--- config.mk ---
export PLATFORM = sky130hd
export DESIGN_NAME = bitmap_run_allocator_top_flat
export DESIGN_NICKNAME = d
export VERILOG_FILES = /design/src/bra_pkg.sv /design/src/bra_if.sv /design/src/bra_bitmem.sv /design/src/bra_seq.sv /design/src/bitmap_run_allocator_top.sv /design/src/flat_wrapper.sv
export VERILOG_INCLUDE_DIRS = /design/src /design/src/src
export SDC_FILE = /design/constraint.sdc
export NUM_CORES = 1
export LEC_CHECK = 0
export BUFFER_PORTS_ARGS = -buffer_cell sky130_fd_sc_hd__buf_2
export CORE_ASPECT_RATIO = 1.2
export CORE_UTILIZATION = 44
export CTS_CLUSTER_SIZE = 28
export DETAILED_ROUTE_END_ITERATION = 6
export PLACE_DENSITY = 0.62
export SLEW_MARGIN = 20
export SYNTH_ARGS = -nofsm -noshare
export SYNTH_HDL_FRONTEND = slang
export SYNTH_HIERARCHICAL = 1
export SYNTH_SLANG_ARGS = --single-unit
--- constraint.sdc ---
create_clock -name clock -period 9.7 [get_ports clock]
set_input_delay 0 -clock clock [delete_from_list [all_inputs] [get_ports clock]]
set_output_delay 0 -clock clock [all_outputs]
set_load 0.02 [all_outputs]
--- src/bitmap_run_allocator_top_defines.svh ---
// Assertion macros for the bitmap run allocator.
// Included by the top level; no other dependencies.
`ifndef BITMAP_RUN_ALLOCATOR_TOP_DEFINES_SVH
`define BITMAP_RUN_ALLOCATOR_TOP_DEFINES_SVH
`ifndef SYNTH
`define BRA_ASSERT(lbl, clk, rst, prop) \
   lbl: assert property (@(posedge clk) disable iff (rst) prop) \
      else $error("bitmap run allocator assertion failed");
`define BRA_ASSERT_NR(lbl, clk, prop) \
   lbl: assert property (@(posedge clk) prop) \
      else $error("bitmap run allocator assertion failed");
`else
`define BRA_ASSERT(lbl, clk, rst, prop)
`define BRA_ASSERT_NR(lbl, clk, prop)
`endif
`endif

--- src/bra_pkg.sv ---
// Shared constants, mode codes and result type of the bitmap run allocator.
// No dependencies.
`default_nettype none
package bra_pkg;
   localparam int CW = 12;   // bit index / count width
   localparam int WB = 32;   // bits per memory word
   localparam int OFF = 5;   // log2(WB)

   localparam logic [3:0] MODE_SET_RANGE   = 4'd0;
   localparam logic [3:0] MODE_CLR_RANGE   = 4'd1;
   localparam logic [3:0] MODE_TEST_CLR    = 4'd2;
   localparam logic [3:0] MODE_TEST_SET    = 4'd3;
   localparam logic [3:0] MODE_FIND_CLR    = 4'd4;
   localparam logic [3:0] MODE_FIND_SET    = 4'd5;
   localparam logic [3:0] MODE_ALLOC_CLR   = 4'd6;
   localparam logic [3:0] MODE_ALLOC_SET   = 4'd7;
   localparam logic [3:0] MODE_FIRST_CLR   = 4'd8;
   localparam logic [3:0] MODE_FIRST_SET   = 4'd9;
   localparam logic [3:0] MODE_LONG_CLR    = 4'd10;
   localparam logic [3:0] MODE_LONG_SET    = 4'd11;
   localparam logic [3:0] MODE_COUNT_CLR   = 4'd12;
   localparam logic [3:0] MODE_COUNT_SET   = 4'd13;
   localparam logic [3:0] MODE_SET_ALL     = 4'd14;
   localparam logic [3:0] MODE_CLR_ALL     = 4'd15;

   localparam logic [0:0] REG_BITMAP_SIZE  = 1'd0;
   localparam logic [10:0] SIZE_RESET      = 11'd1024;

   typedef struct packed {
      logic        ok;
      logic [9:0]  found_index;
      logic [10:0] bit_count;
   } res_type;
endpackage
`default_nettype wire

--- src/bra_if.sv ---
// Request and response channel interfaces of the bitmap run allocator.
// No dependencies.
`default_nettype none
interface bra_req_if;
   logic        valid;
   logic        ready;
   logic [3:0]  mode;
   logic [9:0]  start_index;
   logic [10:0] length;
   modport source (output valid, mode, start_index, length, input ready);
   modport sink (input valid, mode, start_index, length, output ready);
endinterface

interface bra_rsp_if;
   logic        valid;
   logic        ready;
   logic        ok;
   logic [9:0]  found_index;
   logic [10:0] bit_count;
   modport source (output valid, ok, found_index, bit_count, input ready);
   modport sink (input valid, ok, found_index, bit_count, output ready);
endinterface
`default_nettype wire

--- src/bra_bitmem.sv ---
// Word-wide bit map storage: one write port, one registered read port.
// No dependencies.
`default_nettype none
module bra_bitmem #(
   parameter int NWORDS = 32,
   parameter int AW = 5,
   parameter int DW = 32
) (
   input  wire logic          clock,
   input  wire logic          we,
   input  wire logic [AW-1:0] waddr,
   input  wire logic [DW-1:0] wdata,
   input  wire logic [AW-1:0] raddr,
   output logic      [DW-1:0] rd_data
);
   logic [DW-1:0] mem [NWORDS];
   logic [DW-1:0] rd_data_ff;

   always_ff @(posedge clock) begin
      if (we) begin
         mem[waddr] <= wdata;
      end
      rd_data_ff <= mem[raddr];
   end

   assign rd_data = rd_data_ff;
endmodule
`default_nettype wire

--- src/bra_seq.sv ---
// Sequencer and per-bit scan unit of the bitmap run allocator.
// Uses bra_pkg and drives the word memory bra_bitmem.
`default_nettype none
module bra_seq #(
   parameter int NWORDS = 32,
   parameter int AW = 5
) (
   input  wire logic                    clock,
   input  wire logic                    reset,
   input  wire logic [bra_pkg::CW-1:0]  size_i,
   input  wire logic                    req_valid,
   output logic                         req_ready,
   input  wire logic [3:0]              req_mode,
   input  wire logic [9:0]              req_start,
   input  wire logic [10:0]             req_length,
   input  wire logic                    out_free,
   output logic                         res_push,
   output bra_pkg::res_type             res,
   output logic                         mem_we,
   output logic [AW-1:0]                mem_waddr,
   output logic [bra_pkg::WB-1:0]       mem_wdata,
   output logic [AW-1:0]                mem_raddr,
   input  wire logic [bra_pkg::WB-1:0]  mem_rdata
);
   localparam logic [2:0] ST_CLR   = 3'd0;
   localparam logic [2:0] ST_IDLE  = 3'd1;
   localparam logic [2:0] ST_LOAD  = 3'd2;
   localparam logic [2:0] ST_FETCH = 3'd3;
   localparam logic [2:0] ST_BIT   = 3'd4;
   localparam logic [2:0] ST_DONE  = 3'd5;
   localparam int CW = bra_pkg::CW;
   localparam int OFF = bra_pkg::OFF;

   logic [2:0]    state_ff, state_in;
   logic [AW-1:0] clr_ff, clr_in;
   logic [3:0]    mode_ff, mode_in;
   logic [CW-1:0] i_ff, i_in, end_ff, end_in, len_ff, len_in;
   logic [CW-1:0] run_ff, run_in, cnt_ff, cnt_in, idx_ff, idx_in, rs_ff, rs_in;
   logic          phase_ff, phase_in, ok_ff, ok_in, dirty_ff, dirty_in;
   logic [bra_pkg::WB-1:0] word_ff, word_in, word_nx;

   logic          v, match, is_wr, wval, fin, jump, leave, dirty_nx;
   logic [CW-1:0] i_inc, run_p1, rs_nx;
   logic [CW-1:0] st12, len12, sum12, round8;

   assign v      = mode_ff[0];
   assign match  = (word_ff[i_ff[OFF-1:0]] == v);
   assign i_inc  = i_ff + CW'(1);
   assign run_p1 = run_ff + CW'(1);
   assign st12   = CW'(req_start);
   assign len12  = CW'(req_length);
   assign sum12  = st12 + len12;
   assign round8 = (size_i + CW'(7)) & ~CW'(7);

   assign req_ready = (state_ff == ST_IDLE);
   assign mem_raddr = AW'(i_ff[CW-1:OFF]);

   always_comb begin
      is_wr = (mode_ff inside {bra_pkg::MODE_SET_RANGE, bra_pkg::MODE_CLR_RANGE,
                               bra_pkg::MODE_SET_ALL, bra_pkg::MODE_CLR_ALL}) ||
              ((mode_ff inside {bra_pkg::MODE_ALLOC_CLR, bra_pkg::MODE_ALLOC_SET}) &&
               phase_ff);
      if (mode_ff == bra_pkg::MODE_SET_ALL) begin
         wval = 1'b1;
      end else if (mode_ff == bra_pkg::MODE_CLR_ALL) begin
         wval = 1'b0;
      end else begin
         wval = ~v;
      end
   end

   always_comb begin
      state_in = state_ff;
      clr_in   = clr_ff;
      mode_in  = mode_ff;
      i_in     = i_ff;
      end_in   = end_ff;
      len_in   = len_ff;
      run_in   = run_ff;
      cnt_in   = cnt_ff;
      idx_in   = idx_ff;
      rs_in    = rs_ff;
      phase_in = phase_ff;
      ok_in    = ok_ff;
      dirty_in = dirty_ff;
      word_in  = word_ff;
      word_nx  = word_ff;
      fin      = 1'b0;
      jump     = 1'b0;
      leave    = 1'b0;
      dirty_nx = dirty_ff;
      rs_nx    = rs_ff;
      mem_we    = 1'b0;
      mem_waddr = AW'(i_ff[CW-1:OFF]);
      mem_wdata = word_nx;
      res_push  = 1'b0;

      case (state_ff)
         ST_CLR: begin
            mem_we    = 1'b1;
            mem_waddr = clr_ff;
            mem_wdata = '0;
            clr_in    = clr_ff + AW'(1);
            if (clr_ff == AW'(NWORDS - 1)) begin
               state_in = ST_IDLE;
            end
         end
         ST_IDLE: begin
            if (req_valid) begin
               mode_in  = req_mode;
               len_in   = len12;
               run_in   = '0;
               cnt_in   = '0;
               idx_in   = '0;
               rs_in    = '0;
               phase_in = 1'b0;
               ok_in    = 1'b0;
               dirty_in = 1'b0;
               state_in = ST_DONE;
               case (req_mode)
                  bra_pkg::MODE_SET_RANGE, bra_pkg::MODE_CLR_RANGE: begin
                     if (st12 < size_i && len12 != '0) begin
                        i_in     = st12;
                        end_in   = (sum12 > size_i) ? size_i : sum12;
                        state_in = ST_LOAD;
                     end
                  end
                  bra_pkg::MODE_TEST_CLR, bra_pkg::MODE_TEST_SET: begin
                     if (st12 < size_i && len12 != '0 && sum12 <= size_i) begin
                        i_in     = st12;
                        end_in   = sum12;
                        state_in = ST_LOAD;
                     end
                  end
                  bra_pkg::MODE_FIND_CLR, bra_pkg::MODE_FIND_SET,
                  bra_pkg::MODE_ALLOC_CLR, bra_pkg::MODE_ALLOC_SET: begin
                     if (len12 != '0 && len12 <= size_i) begin
                        i_in     = (st12 < size_i) ? st12 : '0;
                        end_in   = size_i;
                        state_in = ST_LOAD;
                     end
                  end
                  bra_pkg::MODE_FIRST_CLR, bra_pkg::MODE_FIRST_SET: begin
                     if (st12 < size_i) begin
                        i_in     = st12;
                        end_in   = size_i;
                        state_in = ST_LOAD;
                     end
                  end
                  bra_pkg::MODE_SET_ALL, bra_pkg::MODE_CLR_ALL: begin
                     if (round8 != '0) begin
                        i_in     = '0;
                        end_in   = round8;
                        state_in = ST_LOAD;
                     end
                  end
                  default: begin
                     // longest run and counts scan the whole map
                     if (size_i != '0) begin
                        i_in     = '0;
                        end_in   = size_i;
                        state_in = ST_LOAD;
                     end
                  end
               endcase
            end
         end
         ST_LOAD: begin
            state_in = ST_FETCH;
         end
         ST_FETCH: begin
            word_in  = mem_rdata;
            state_in = ST_BIT;
         end
         ST_BIT: begin
            i_in = i_inc;
            if (is_wr) begin
               word_nx[i_ff[OFF-1:0]] = wval;
               dirty_nx = 1'b1;
            end else begin
               case (mode_ff)
                  bra_pkg::MODE_TEST_CLR, bra_pkg::MODE_TEST_SET: begin
                     if (!match) begin
                        fin = 1'b1;
                     end else if (i_inc == end_ff) begin
                        ok_in = 1'b1;
                     end
                  end
                  bra_pkg::MODE_FIND_CLR, bra_pkg::MODE_FIND_SET,
                  bra_pkg::MODE_ALLOC_CLR, bra_pkg::MODE_ALLOC_SET: begin
                     run_in = match ? run_p1 : '0;
                     if (match && run_p1 >= len_ff) begin
                        ok_in  = 1'b1;
                        idx_in = i_inc - len_ff;
                        cnt_in = len_ff;
                        if (mode_ff[1]) begin
                           // revisit the run and invert it
                           phase_in = 1'b1;
                           jump     = 1'b1;
                           i_in     = i_inc - len_ff;
                           end_in   = i_inc;
                        end else begin
                           fin = 1'b1;
                        end
                     end
                  end
                  bra_pkg::MODE_FIRST_CLR, bra_pkg::MODE_FIRST_SET: begin
                     if (!phase_ff) begin
                        if (match) begin
                           ok_in    = 1'b1;
                           idx_in   = i_ff;
                           cnt_in   = CW'(1);
                           phase_in = 1'b1;
                        end
                     end else if (match) begin
                        cnt_in = cnt_ff + CW'(1);
                     end else begin
                        fin = 1'b1;
                     end
                  end
                  bra_pkg::MODE_LONG_CLR, bra_pkg::MODE_LONG_SET: begin
                     if (match) begin
                        rs_nx  = (run_ff == '0) ? i_ff : rs_ff;
                        rs_in  = rs_nx;
                        run_in = run_p1;
                        if (run_p1 > cnt_ff) begin
                           cnt_in = run_p1;
                           idx_in = rs_nx;
                           ok_in  = 1'b1;
                        end
                     end else begin
                        run_in = '0;
                     end
                  end
                  default: begin
                     if (match) begin
                        cnt_in = cnt_ff + CW'(1);
                     end
                  end
               endcase
            end
            if (!jump && i_inc == end_ff) begin
               fin = 1'b1;
            end
            leave     = fin || jump || (i_inc[OFF-1:0] == '0);
            mem_wdata = word_nx;
            mem_we    = leave && dirty_nx;
            if (fin) begin
               state_in = ST_DONE;
               dirty_in = 1'b0;
            end else if (leave) begin
               state_in = ST_LOAD;
               dirty_in = 1'b0;
            end else begin
               word_in  = word_nx;
               dirty_in = dirty_nx;
            end
         end
         ST_DONE: begin
            if (out_free) begin
               res_push = 1'b1;
               state_in = ST_IDLE;
            end
         end
         default: begin
            state_in = ST_IDLE;
         end
      endcase
   end

   assign res.ok          = ok_ff;
   assign res.found_index = idx_ff[9:0];
   assign res.bit_count   = cnt_ff[10:0];

   always_ff @(posedge clock) begin
      if (reset) begin
         state_ff <= ST_CLR;
         clr_ff   <= '0;
      end else begin
         state_ff <= state_in;
         clr_ff   <= clr_in;
      end
   end

   always_ff @(posedge clock) begin
      mode_ff  <= mode_in;
      i_ff     <= i_in;
      end_ff   <= end_in;
      len_ff   <= len_in;
      run_ff   <= run_in;
      cnt_ff   <= cnt_in;
      idx_ff   <= idx_in;
      rs_ff    <= rs_in;
      phase_ff <= phase_in;
      ok_ff    <= ok_in;
      dirty_ff <= dirty_in;
      word_ff  <= word_in;
   end
endmodule
`default_nettype wire

--- src/bitmap_run_allocator_top.sv ---
// Bitmap run allocator: an item of work scans the bit map one bit per cycle,
// pausing to fetch each 32-bit word, in a shared test-and-update unit. Set
// all and clear all cover the size rounded up to bytes. The per-bit scan
// loop and the single memory read port set the speed of a request. After
// reset the map is cleared word by word before the first request is taken.
// Depends on bra_pkg, bra_if, bra_bitmem, bra_seq and the defines.
`default_nettype none
`include "bitmap_run_allocator_top_defines.svh"
module bitmap_run_allocator_top #(
   parameter int MAX_BITS = 1024
) (
   input  wire logic        clock,
   input  wire logic        reset,
   bra_req_if.sink          req_ch,
   bra_rsp_if.source        rsp_ch,
   input  wire logic        csr_psel,
   input  wire logic        csr_penable,
   input  wire logic        csr_pwrite,
   input  wire logic [1:0]  csr_paddr,
   input  wire logic [31:0] csr_pwdata,
   output logic [31:0]      csr_prdata,
   output logic             csr_pready
);
   localparam int NWORDS = (MAX_BITS + bra_pkg::WB - 1) / bra_pkg::WB;
   localparam int AW = (NWORDS > 1) ? $clog2(NWORDS) : 1;
   localparam int CW = bra_pkg::CW;

   logic [10:0]          size_ff, size_in;
   logic [CW-1:0]        eff_size;
   logic                 rsp_valid_ff, rsp_valid_in, out_free, res_push;
   bra_pkg::res_type     res, rsp_data_ff, rsp_data_in;
   logic                 mem_we;
   logic [AW-1:0]        mem_waddr, mem_raddr;
   logic [bra_pkg::WB-1:0] mem_wdata, mem_rdata;

   // only one register: every write lands in bitmap_size
   assign csr_pready = 1'b1;
   assign csr_prdata = 32'(size_ff);
   assign size_in = (csr_psel && csr_penable && csr_pwrite &&
                     (csr_paddr[1] == bra_pkg::REG_BITMAP_SIZE ||
                      csr_paddr[1] != bra_pkg::REG_BITMAP_SIZE)) ?
                    csr_pwdata[10:0] : size_ff;
   assign eff_size = (32'(size_ff) < MAX_BITS) ? CW'(size_ff) : CW'(MAX_BITS);

   assign out_free     = !rsp_valid_ff || rsp_ch.ready;
   assign rsp_valid_in = res_push ? 1'b1 : (rsp_ch.ready ? 1'b0 : rsp_valid_ff);
   assign rsp_data_in  = res_push ? res : rsp_data_ff;

   always_ff @(posedge clock) begin
      if (reset) begin
         size_ff      <= bra_pkg::SIZE_RESET;
         rsp_valid_ff <= 1'b0;
      end else begin
         size_ff      <= size_in;
         rsp_valid_ff <= rsp_valid_in;
      end
   end

   always_ff @(posedge clock) begin
      rsp_data_ff <= rsp_data_in;
   end

   assign rsp_ch.valid       = rsp_valid_ff;
   assign rsp_ch.ok          = rsp_data_ff.ok;
   assign rsp_ch.found_index = rsp_data_ff.found_index;
   assign rsp_ch.bit_count   = rsp_data_ff.bit_count;

   bra_bitmem #(.NWORDS(NWORDS), .AW(AW), .DW(bra_pkg::WB)) u_mem (
      .clock   (clock),
      .we      (mem_we),
      .waddr   (mem_waddr),
      .wdata   (mem_wdata),
      .raddr   (mem_raddr),
      .rd_data (mem_rdata)
   );

   bra_seq #(.NWORDS(NWORDS), .AW(AW)) u_seq (
      .clock      (clock),
      .reset      (reset),
      .size_i     (eff_size),
      .req_valid  (req_ch.valid),
      .req_ready  (req_ch.ready),
      .req_mode   (req_ch.mode),
      .req_start  (req_ch.start_index),
      .req_length (req_ch.length),
      .out_free   (out_free),
      .res_push   (res_push),
      .res        (res),
      .mem_we     (mem_we),
      .mem_waddr  (mem_waddr),
      .mem_wdata  (mem_wdata),
      .mem_raddr  (mem_raddr),
      .mem_rdata  (mem_rdata)
   );

   `BRA_ASSERT(a_busy_after_accept, clock, reset, (req_ch.valid && req_ch.ready) |=> !req_ch.ready)
   `BRA_ASSERT(a_push_into_free_slot, clock, reset, res_push |-> out_free)
   `BRA_ASSERT_NR(a_clear_after_reset, clock, reset |=> !req_ch.ready)
endmodule
`default_nettype wire
--- src/flat_wrapper.sv ---
// flat-port wrapper written by rule: the top's interface ports become plain ports
module bitmap_run_allocator_top_flat 
#(
   parameter int MAX_BITS = 1024
)
  (clock, reset, csr_psel, csr_penable, csr_pwrite, csr_paddr, csr_pwdata, csr_prdata, csr_pready, req_ch_valid, req_ch_mode, req_ch_start_index, req_ch_length, req_ch_ready, rsp_ch_valid, rsp_ch_ok, rsp_ch_found_index, rsp_ch_bit_count, rsp_ch_ready);
  bra_req_if req_ch_i ();
  bra_rsp_if rsp_ch_i ();
  input  wire logic clock;
  input  wire logic reset;
  input  wire logic csr_psel;
  input  wire logic csr_penable;
  input  wire logic csr_pwrite;
  input  wire logic [1:0] csr_paddr;
  input  wire logic [31:0] csr_pwdata;
  output logic [31:0] csr_prdata;
  output logic csr_pready;
  input wire logic [$bits(req_ch_i.valid)-1:0] req_ch_valid;
  input wire logic [$bits(req_ch_i.mode)-1:0] req_ch_mode;
  input wire logic [$bits(req_ch_i.start_index)-1:0] req_ch_start_index;
  input wire logic [$bits(req_ch_i.length)-1:0] req_ch_length;
  output wire logic [$bits(req_ch_i.ready)-1:0] req_ch_ready;
  output wire logic [$bits(rsp_ch_i.valid)-1:0] rsp_ch_valid;
  output wire logic [$bits(rsp_ch_i.ok)-1:0] rsp_ch_ok;
  output wire logic [$bits(rsp_ch_i.found_index)-1:0] rsp_ch_found_index;
  output wire logic [$bits(rsp_ch_i.bit_count)-1:0] rsp_ch_bit_count;
  input wire logic [$bits(rsp_ch_i.ready)-1:0] rsp_ch_ready;
  assign req_ch_i.valid = req_ch_valid;
  assign req_ch_i.mode = req_ch_mode;
  assign req_ch_i.start_index = req_ch_start_index;
  assign req_ch_i.length = req_ch_length;
  assign req_ch_ready = req_ch_i.ready;
  assign rsp_ch_valid = rsp_ch_i.valid;
  assign rsp_ch_ok = rsp_ch_i.ok;
  assign rsp_ch_found_index = rsp_ch_i.found_index;
  assign rsp_ch_bit_count = rsp_ch_i.bit_count;
  assign rsp_ch_i.ready = rsp_ch_ready;
  bitmap_run_allocator_top #(.MAX_BITS(MAX_BITS)) u_core (.clock(clock), .reset(reset), .req_ch(req_ch_i), .rsp_ch(rsp_ch_i), .csr_psel(csr_psel), .csr_penable(csr_penable), .csr_pwrite(csr_pwrite), .csr_paddr(csr_paddr), .csr_pwdata(csr_pwdata), .csr_prdata(csr_prdata), .csr_pready(csr_pready));
endmodule
# ---- Yosys cells after proc, flatten, opt, wreduce, memory -nomap -nowiden
# Memories as Yosys holds them, arrays and structs flattened. A register that Yosys moved wholly into a read port is not among the register bits.
# Index checks and enable logic that the tools add are counted.
dict set report op_classes {
  addsub 7
  n_lt_le_gt_ge 9
  n_eq_ne 64
  mux 125
  bitwise 1
  n_reduce_logical 51
}
# cell n
set ops {}
lappend ops {{12-bit two-way mux} 38}
lappend ops {{32-bit case mux with 2 select lines} 2}
lappend ops {{12-bit case mux with 2 select lines} 5}
lappend ops {{12-bit case mux with 5 select lines} 2}
lappend ops {{32-bit two-way mux} 3}
lappend ops {{10-bit two-way mux} 7}
lappend ops {{12-bit case mux with 4 select lines} 1}
lappend ops {{3-bit inequality test (second input constant)} 14}
lappend ops {{4-bit equality test (second input constant)} 10}
lappend ops {{1-bit two-way mux} 40}
lappend ops {{12-bit by 1-bit adder with 12-bit output (second input constant)} 3}
lappend ops {{12-bit nonzero test} 3}
lappend ops {{3-bit two-way mux} 11}
lappend ops {{32-bit bitwise mux} 1}
lappend ops {{4-bit by 3-bit equality test with 1-bit output (second input constant)} 8}
lappend ops {{10-bit case mux with 3 select lines} 1}
lappend ops {{12-bit greater-than comparator} 2}
lappend ops {{2-bit inequality test (second input constant)} 10}
lappend ops {{10-bit case mux with 2 select lines} 1}
lappend ops {{3-bit case mux with 6 select lines} 1}
lappend ops {{4-bit by 2-bit equality test with 1-bit output (second input constant)} 4}
lappend ops {{8-bit AND reduction} 2}
lappend ops {{3-bit case mux with 5 select lines} 1}
lappend ops {{2-bit OR reduction} 7}
lappend ops {{51 further kinds} 80}
dict set report totals {
  regBits 162
  mem_bits_rw 1024
  input_bits 66
  out_inout_bits 57
  word_cells 277
  n_memories 1
}
# name words word_bits rd rd_ports_with_merged_regs write_ports line
set memory_table {}
lappend memory_table {u_core.u_mem.mem 32 32 1 1 1 bra_bitmem.sv:16} ;# logic [DW-1:0] mem [NWORDS];

# ---- Logic depth before layout (Yosys ltp)
dict set report logic_depth {
  word_depth 18
  ltp_mapped 18
  mapped_depth_nobuf 17
}

# ---- By module
# The synthesis kept the hierarchy.
# module instances cells_each area_each_um2 seq_area_each_um2
set by_module_without_submodules {}
lappend by_module_without_submodules {bra_bitmem 1 2260 40487.6 31390.1}
lappend by_module_without_submodules {bra_seq 1 1264 10994.3 3703.6}
lappend by_module_without_submodules {bitmap_run_allocator_top 1 110 1441.4 900.9}

# ---- Worst setup path before layout
# OpenSTA, ideal clock, no wires.
dict set report synth_timing {
  path_type {flip-flop to flip-flop}
  startpoint {register u_core.u_seq.run_ff[3]}
  endpoint {memory u_core.u_mem.mem[28][0] (enable)}
  setup_time_ps 421
  arrival_ps 4870
  t_required_ps 9279
  setup_slack_ps 4409
  path_stages_with_launch 18
  n_path_buf 1
  synth_period_minus_slack_ps 5291
  cell_sequence {edfxtp_1 -> and3_1 -> and2_1 -> and3_1 -> nand4_1 -> xor2_1 -> inv_1 -> ha_1 -> nand4_1 -> nor3_1 -> o31ai_1 -> and3_1 -> nor4_1 -> o41ai_1 -> a21oi_1 -> or3b_2 -> clkbuf_1 -> nor2_1}
}
dict set report synth_via {
  elab_chain_cells 17
  word_cells_on_any_way 20
  classes_between {add/sub (1); order compare (1); mux (12); reduce/logical (6)}
}
# element line
set synth_lines {}
lappend synth_lines {{start, declared} bra_seq.sv:38} ;# logic [CW-1:0] run_ff, run_in, cnt_ff, cnt_in, idx_ff, idx_in, rs_ff, rs_in;
lappend synth_lines {{start signal, assigned} bra_seq.sv:290} ;# run_ff <= run_in;
lappend synth_lines {{12-bit by 1-bit adder with 12-bit output *} bra_seq.sv:49} ;# assign run_p1 = run_ff + CW'(1);
lappend synth_lines {{named net u_core.u_seq.run_p1[10]} bra_seq.sv:43} ;# logic [CW-1:0] i_inc, run_p1, rs_nx;
lappend synth_lines {{12-bit by 11-bit >= comparator with 1-bit output *} bra_seq.sv:192} ;# if (match && run_p1 >= len_ff) begin
lappend synth_lines {{1-bit logical AND *} bra_seq.sv:192}
lappend synth_lines {{1-bit two-way mux} bra_seq.sv:192}
lappend synth_lines {{1-bit two-way mux} bra_seq.sv:181} ;# case (mode_ff)
lappend synth_lines {{1-bit two-way mux} bra_seq.sv:177} ;# if (is_wr) begin
lappend synth_lines {{1-bit two-way mux} bra_seq.sv:98} ;# case (state_ff)
lappend synth_lines {{[2 not listed]} -}
lappend synth_lines {{1-bit two-way mux} bra_seq.sv:242} ;# if (!jump && i_inc == end_ff) begin
lappend synth_lines {{1-bit two-way mux} bra_seq.sv:98}
lappend synth_lines {{1-bit logical OR * (2 in series)} bra_seq.sv:245} ;# leave = fin || jump || (i_inc[OFF-1:0] == '0);
lappend synth_lines {{1-bit logical AND *} bra_seq.sv:247} ;# mem_we = leave && dirty_nx;
lappend synth_lines {{1-bit case mux with 2 select lines *} bra_seq.sv:98}
lappend synth_lines {{named net u_core.mem_we} bitmap_run_allocator_top.sv:32} ;# logic mem_we;
lappend synth_lines {{1-bit two-way mux *} bra_bitmem.sv:20} ;# if (we) begin
lappend synth_lines {{1-bit two-way mux (not written as such) *} bra_bitmem.sv:21} ;# mem[waddr] <= wdata;
lappend synth_lines {{end, declared} bra_bitmem.sv:16}
# Mark *: on every way through the listed nets, which the timed path passes. The rest lies on a longest branch. The select of a mux whose other input is x is not followed.

# ---- Worst setup path in the final report
dict set report layout_timing {
  startpoint {register u_core.u_seq.i_ff[0]}
  endpoint {memory u_core.u_mem.mem[1][21] (enable)}
}
dict set report layout_via {
  elab_chain_cells 18
  word_cells_on_any_way 26
  classes_between {add/sub (1); eq/ne (2); mux (16); reduce/logical (7)}
}
# element line
set layout_lines {}
lappend layout_lines {{start, declared} bra_seq.sv:37} ;# logic [CW-1:0] i_ff, i_in, end_ff, end_in, len_ff, len_in;
lappend layout_lines {{start signal, assigned} bra_seq.sv:287} ;# i_ff <= i_in;
lappend layout_lines {{1-bit binary-select mux with 5-bit select} bra_seq.sv:47} ;# assign match = (word_ff[i_ff[OFF-1:0]] == v);
lappend layout_lines {{1-bit two-way mux (not written as such)} bra_seq.sv:47}
lappend layout_lines {{1-bit equality test} bra_seq.sv:47}
lappend layout_lines {{1-bit logical AND} bra_seq.sv:192}
lappend layout_lines {{1-bit two-way mux} bra_seq.sv:192}
lappend layout_lines {{1-bit two-way mux} bra_seq.sv:181}
lappend layout_lines {{1-bit two-way mux} bra_seq.sv:177}
lappend layout_lines {{1-bit two-way mux} bra_seq.sv:98}
lappend layout_lines {{[3 not listed]} -}
lappend layout_lines {{1-bit two-way mux} bra_seq.sv:98}
lappend layout_lines {{1-bit logical OR} bra_seq.sv:245}
lappend layout_lines {{1-bit logical OR *} bra_seq.sv:245}
lappend layout_lines {{1-bit logical AND *} bra_seq.sv:247}
lappend layout_lines {{1-bit case mux with 2 select lines *} bra_seq.sv:98}
lappend layout_lines {{named net u_core.mem_we} bitmap_run_allocator_top.sv:32}
lappend layout_lines {{1-bit two-way mux *} bra_bitmem.sv:20}
lappend layout_lines {{1-bit two-way mux (not written as such) *} bra_bitmem.sv:21}
# Marks and branches as above.

==> metrics <==
result of the run=finished, final reports clean; sink count of the clock tree=roughly 1200; number of port buffers=between 70 and 80; share of Yosys cell area claimed by the top area cell type=0.660; worst hold path stage count=2; end of the worst register-to-register path=u_core/u_mem/mem[1][21]$_DFFE_PP_; number of cell rows=roughly 140; number of setup violations in the final report=0; Hold/Removal Path Class=in2reg; Main synth FF type=edfxtp_1; Inserted Diodes=0; RSZ-0062 raised after global routing=no; clock slew at the register clock pins of the worst setup and hold paths=roughly 0.07 ns; I/O pin count=between 100 and 150; async set-reset flop share out of synthesis=0; list of cells traversed by the critical path=inv_1 > ha_1 > xnor2_1 > o311ai_0 > nor4_1 > nand4_1 > nor3_1 > o41ai_1 > a21oi_1 > nand3b_1 > nor2_4 > buf_4; overall power of the completed layout=17.2 mW; FF+latch count, synth=between 1000 and 1500; count of cells resized by post-cts repair=0; drt first-iter violations=~2700; Clock Skews=about 0.024 ns; Final period util=0.654; share of layout cells above drive strength 1=0.109; Hold Path End=u_core/u_seq/len_ff[0]$_DFFE_PP_; Max transition margin=0.257; hpwl dp=around 77 mm; post-synthesis instance total=between 3000 and 4000; synth-to-layout area growth=12.4%; leak pwr=21.1 nW; Detailed Route WL=roughly 140 mm; y dimension of the die=382 um; beginning of the worst hold path=req_ch_length[0]; via count of the first global-routing pass=30800; setup tns final=0 ns; post-layout net count=a little under 4000; number of unique standard cell types used by synthesis=80; Synth area leader=edfxtp_1; die area=approximately 120000 um2; critical path data arrival time=6.71 ns; latest clock arrival within the worst-skew pair=between 0.7 and 0.8 ns; Synth Cell Area=52900 um2; count of antenna-violating nets left after detailed routing=0; max-capacitance violation count=0; Critical-path top delay cell=nor2_4; TritonCTS buffer count=114; category of the most critical setup path=reg2reg; sequential cell area fraction in the yosys report=0.680; startpoint type of the worst setup path=flip-flop; stage delay of the slowest cell on the critical path=just over 1 ns; number of antenna violations at the first check in global routing=0; DR vias=approximately 31000; gpl congestion=0.917; r2r setup slk=~3.4 ns; depth of the most critical reg-to-reg path=12; worst ir drop on vdd=about 0.28 mV; Root Buffer=clkbuf_16; per-instance average area after synthesis=around 15 um2; Worst Setup End Kind=flip-flop; data required time at the worst endpoint=10.06 ns; Power per Cell Area=289 nW/um2; average wire length per cell after detail routing=25.3 um; actual transition at the worst max-transition pin=1.11 ns; pin count of the biggest net entering global routing=between 100 and 150; Worst Setup SP=u_core/u_seq/i_ff[0]$_DFFE_PP_; wire length of the first global-routing pass=~200 mm; number of flops mapped to enable cells by yosys=1164; Synth Warn #=6; Setup Buffers After CTS=0; number of detailed-route iterations in the first pass=6; core area=between 100000 and 150000 um2; achievable frequency=approximately 160 MHz; post-route DRC violation count=0; final hold violation count=0; overall fraction of global-route tracks in use=0.221; clock tree buffer depth=3; post-layout minimum cycle time=6.35 ns; initial core utilization=0.443; DR vias/cell=slightly below 6; Overflow after GRT=0; Die Width=approximately 320 um; top fanout value on the critical path=20; TritonCTS clock tree=yes; RR Startpoint=u_core/u_seq/i_ff[0]$_DFFE_PP_; top cells by area, synth=edfxtp_1 66%, mux2i_1 10%, ha_1 2.2%; deepest level of the CTS H-tree=3; total count of max-transition violations in the final report=0
-- cells by family after synthesis --
logic type                 after synthesis  share of synthesized area
DFF                                   1216                      0.680
and+or+nand+nor                        728                     0.0664
AOI/OAI and AO/OA                      654                     0.0830
muxes                                  560                      0.106
buffers and inverters                  318                     0.0314
adders and majority gates               93                     0.0223
xor gates and xnor gates                63                     0.0106
other                                    2                   0.000142
-- power breakdown --
| group | internal [mW] | switching, mW | leakage, nW |
|---|---|---|---|
| clock | 2.73 | 1.96 | 1.94 |
| combinational | 1.61 | 3.52 | 7.95 |
| sequential | 7.03 | 0.343 | 11.2 |
| total | 11.4 | 5.83 | 21.1 |
-- cell usage in the layout, fill, tap and decap left out, types with 17 or more instances in the layout --
master,n
clkinv_1,19
a211oi_1,17
dfxtp_1,51
edfxtp_1,1164
nand2_1,168
a22o_1,80
nand4_1,19
nand3_1,140
or3_1,42
ha_1,91
clkbuf_1,19
o31ai_1,40
nand2b_1,30
buf_4,61
inv_1,69
a21oi_1,154
clkbuf_16,115
clkinv_2,23
xnor2_1,46
nor2_1,142
conb_1,28
nor3_1,66
a22oi_1,110
o21ai_0,79
a22o_2,21
bufinv_16,18
mux2i_1,553
dlygate4sd3_1,64
a31oi_1,73
buf_2,77
nor2_4,33
-- cell type report --
class | instances | area, um2
Clock buffer | 142 | 3060
Tap cell | 1551 | 1940
Inverter | 71 | 268
Fill cell | 9913 | 60000
Sequential cell | 1216 | 36000
Multi-Input combinational cell | 2126 | 15700
Clock inverter | 72 | 902
Timing Repair Buffer | 212 | 1660
-- metal layers --
layer  global-route usage  part of all wire
met1                0.281              0.41
met2                0.377              0.49
met3               0.0262             0.052
met4                0.106             0.047
met5                    0                 0
-- worst max path at each step --
stage,endpoint,slack (ns),cells past startpoint
after floorplan,u_core/u_mem/mem[28][0]$_DFFE_PP_,4.41,17
after detailed placement,u_core/u_mem/mem[1][10]$_DFFE_PP_,3.57,12
after CTS,u_core/u_mem/mem[1][21]$_DFFE_PP_,3.53,12
final,u_core/u_mem/mem[1][21]$_DFFE_PP_,3.35,12
after global routing,u_core/u_mem/mem[1][21]$_DFFE_PP_,3.16,12
after global placement,u_core/u_mem/mem[1][23]$_DFFE_PP_,3.64,12
-- Yosys cell counts (18+ instances only) --
cell	instances
nand2b_1	32
nor3_1	66
a22o_1	101
mux2i_1	553
buf_4	74
ha_1	91
buf_2	37
nand2_1	170
dfxtp_1	52
o21ai_0	79
nand4_1	19
a31oi_1	73
o31ai_1	40
or3_1	42
xnor2_1	46
clkbuf_1	104
a22oi_1	110
a21oi_1	155
edfxtp_1	1164
nand3_1	140
nor2_1	175
inv_1	70
buf_6	18
-- critical path: cells and delay by family, from the launching register on --
kind                       cells  cell delay (ns)
xor gates and xnor gates       1             0.26
buffers and inverters          2             0.74
and+or+nand+nor                5             2.96
adders and majority gates      1             0.46
AOI/OAI and AO/OA              3             0.67
DFF                            1             0.84
-- stage by stage --
stage	utilization	hold slack [ns]	instances	area (um2)	setup WS, ns
after floorplan	-	0.0989	3660	53000	4.41
after global placement	0.459	0.184	5107	54800	3.64
after detailed placement	0.459	0.179	5108	54800	3.57
after CTS	0.497	0.00517	5386	59400	3.53
after global routing	0.498	0.0506	5390	59500	3.16
final	0.498	0.0560	5390	59500	3.35
-- sequential cells by signal, indices dropped and copies added (netlist names) --
signal,cells
u_core/u_seq/mode_ff,4
u_core/rsp_ch.ok,1
u_core/u_seq/state_ff,3
u_core/u_seq/word_ff,32
u_core/u_seq/idx_ff,10
u_core/rsp_ch.found_index,10
u_core/rsp_ch.bit_count,11
u_core/u_seq/clr_ff,5
u_core/u_seq/dirty_ff,1
u_core/u_seq/ok_ff,1
u_core/u_seq/run_ff,12
u_core/u_mem/rd_data,32
u_core/u_mem/mem,1024
u_core/u_seq/end_ff,12
u_core/u_seq/cnt_ff,12
u_core/size_ff,11
u_core/u_seq/phase_ff,1
u_core/u_seq/i_ff,12
u_core/u_seq/len_ff,11
u_core/rsp_ch.valid,1
u_core/u_seq/rs_ff,10
-- timing repair --
item	in CTS	in global routing
endpoints found under the setup margin	0	0
endpoints found under the hold margin	51	0
hold buffers	64	0
Note: power is estimated with default switching activity, not from simulation.
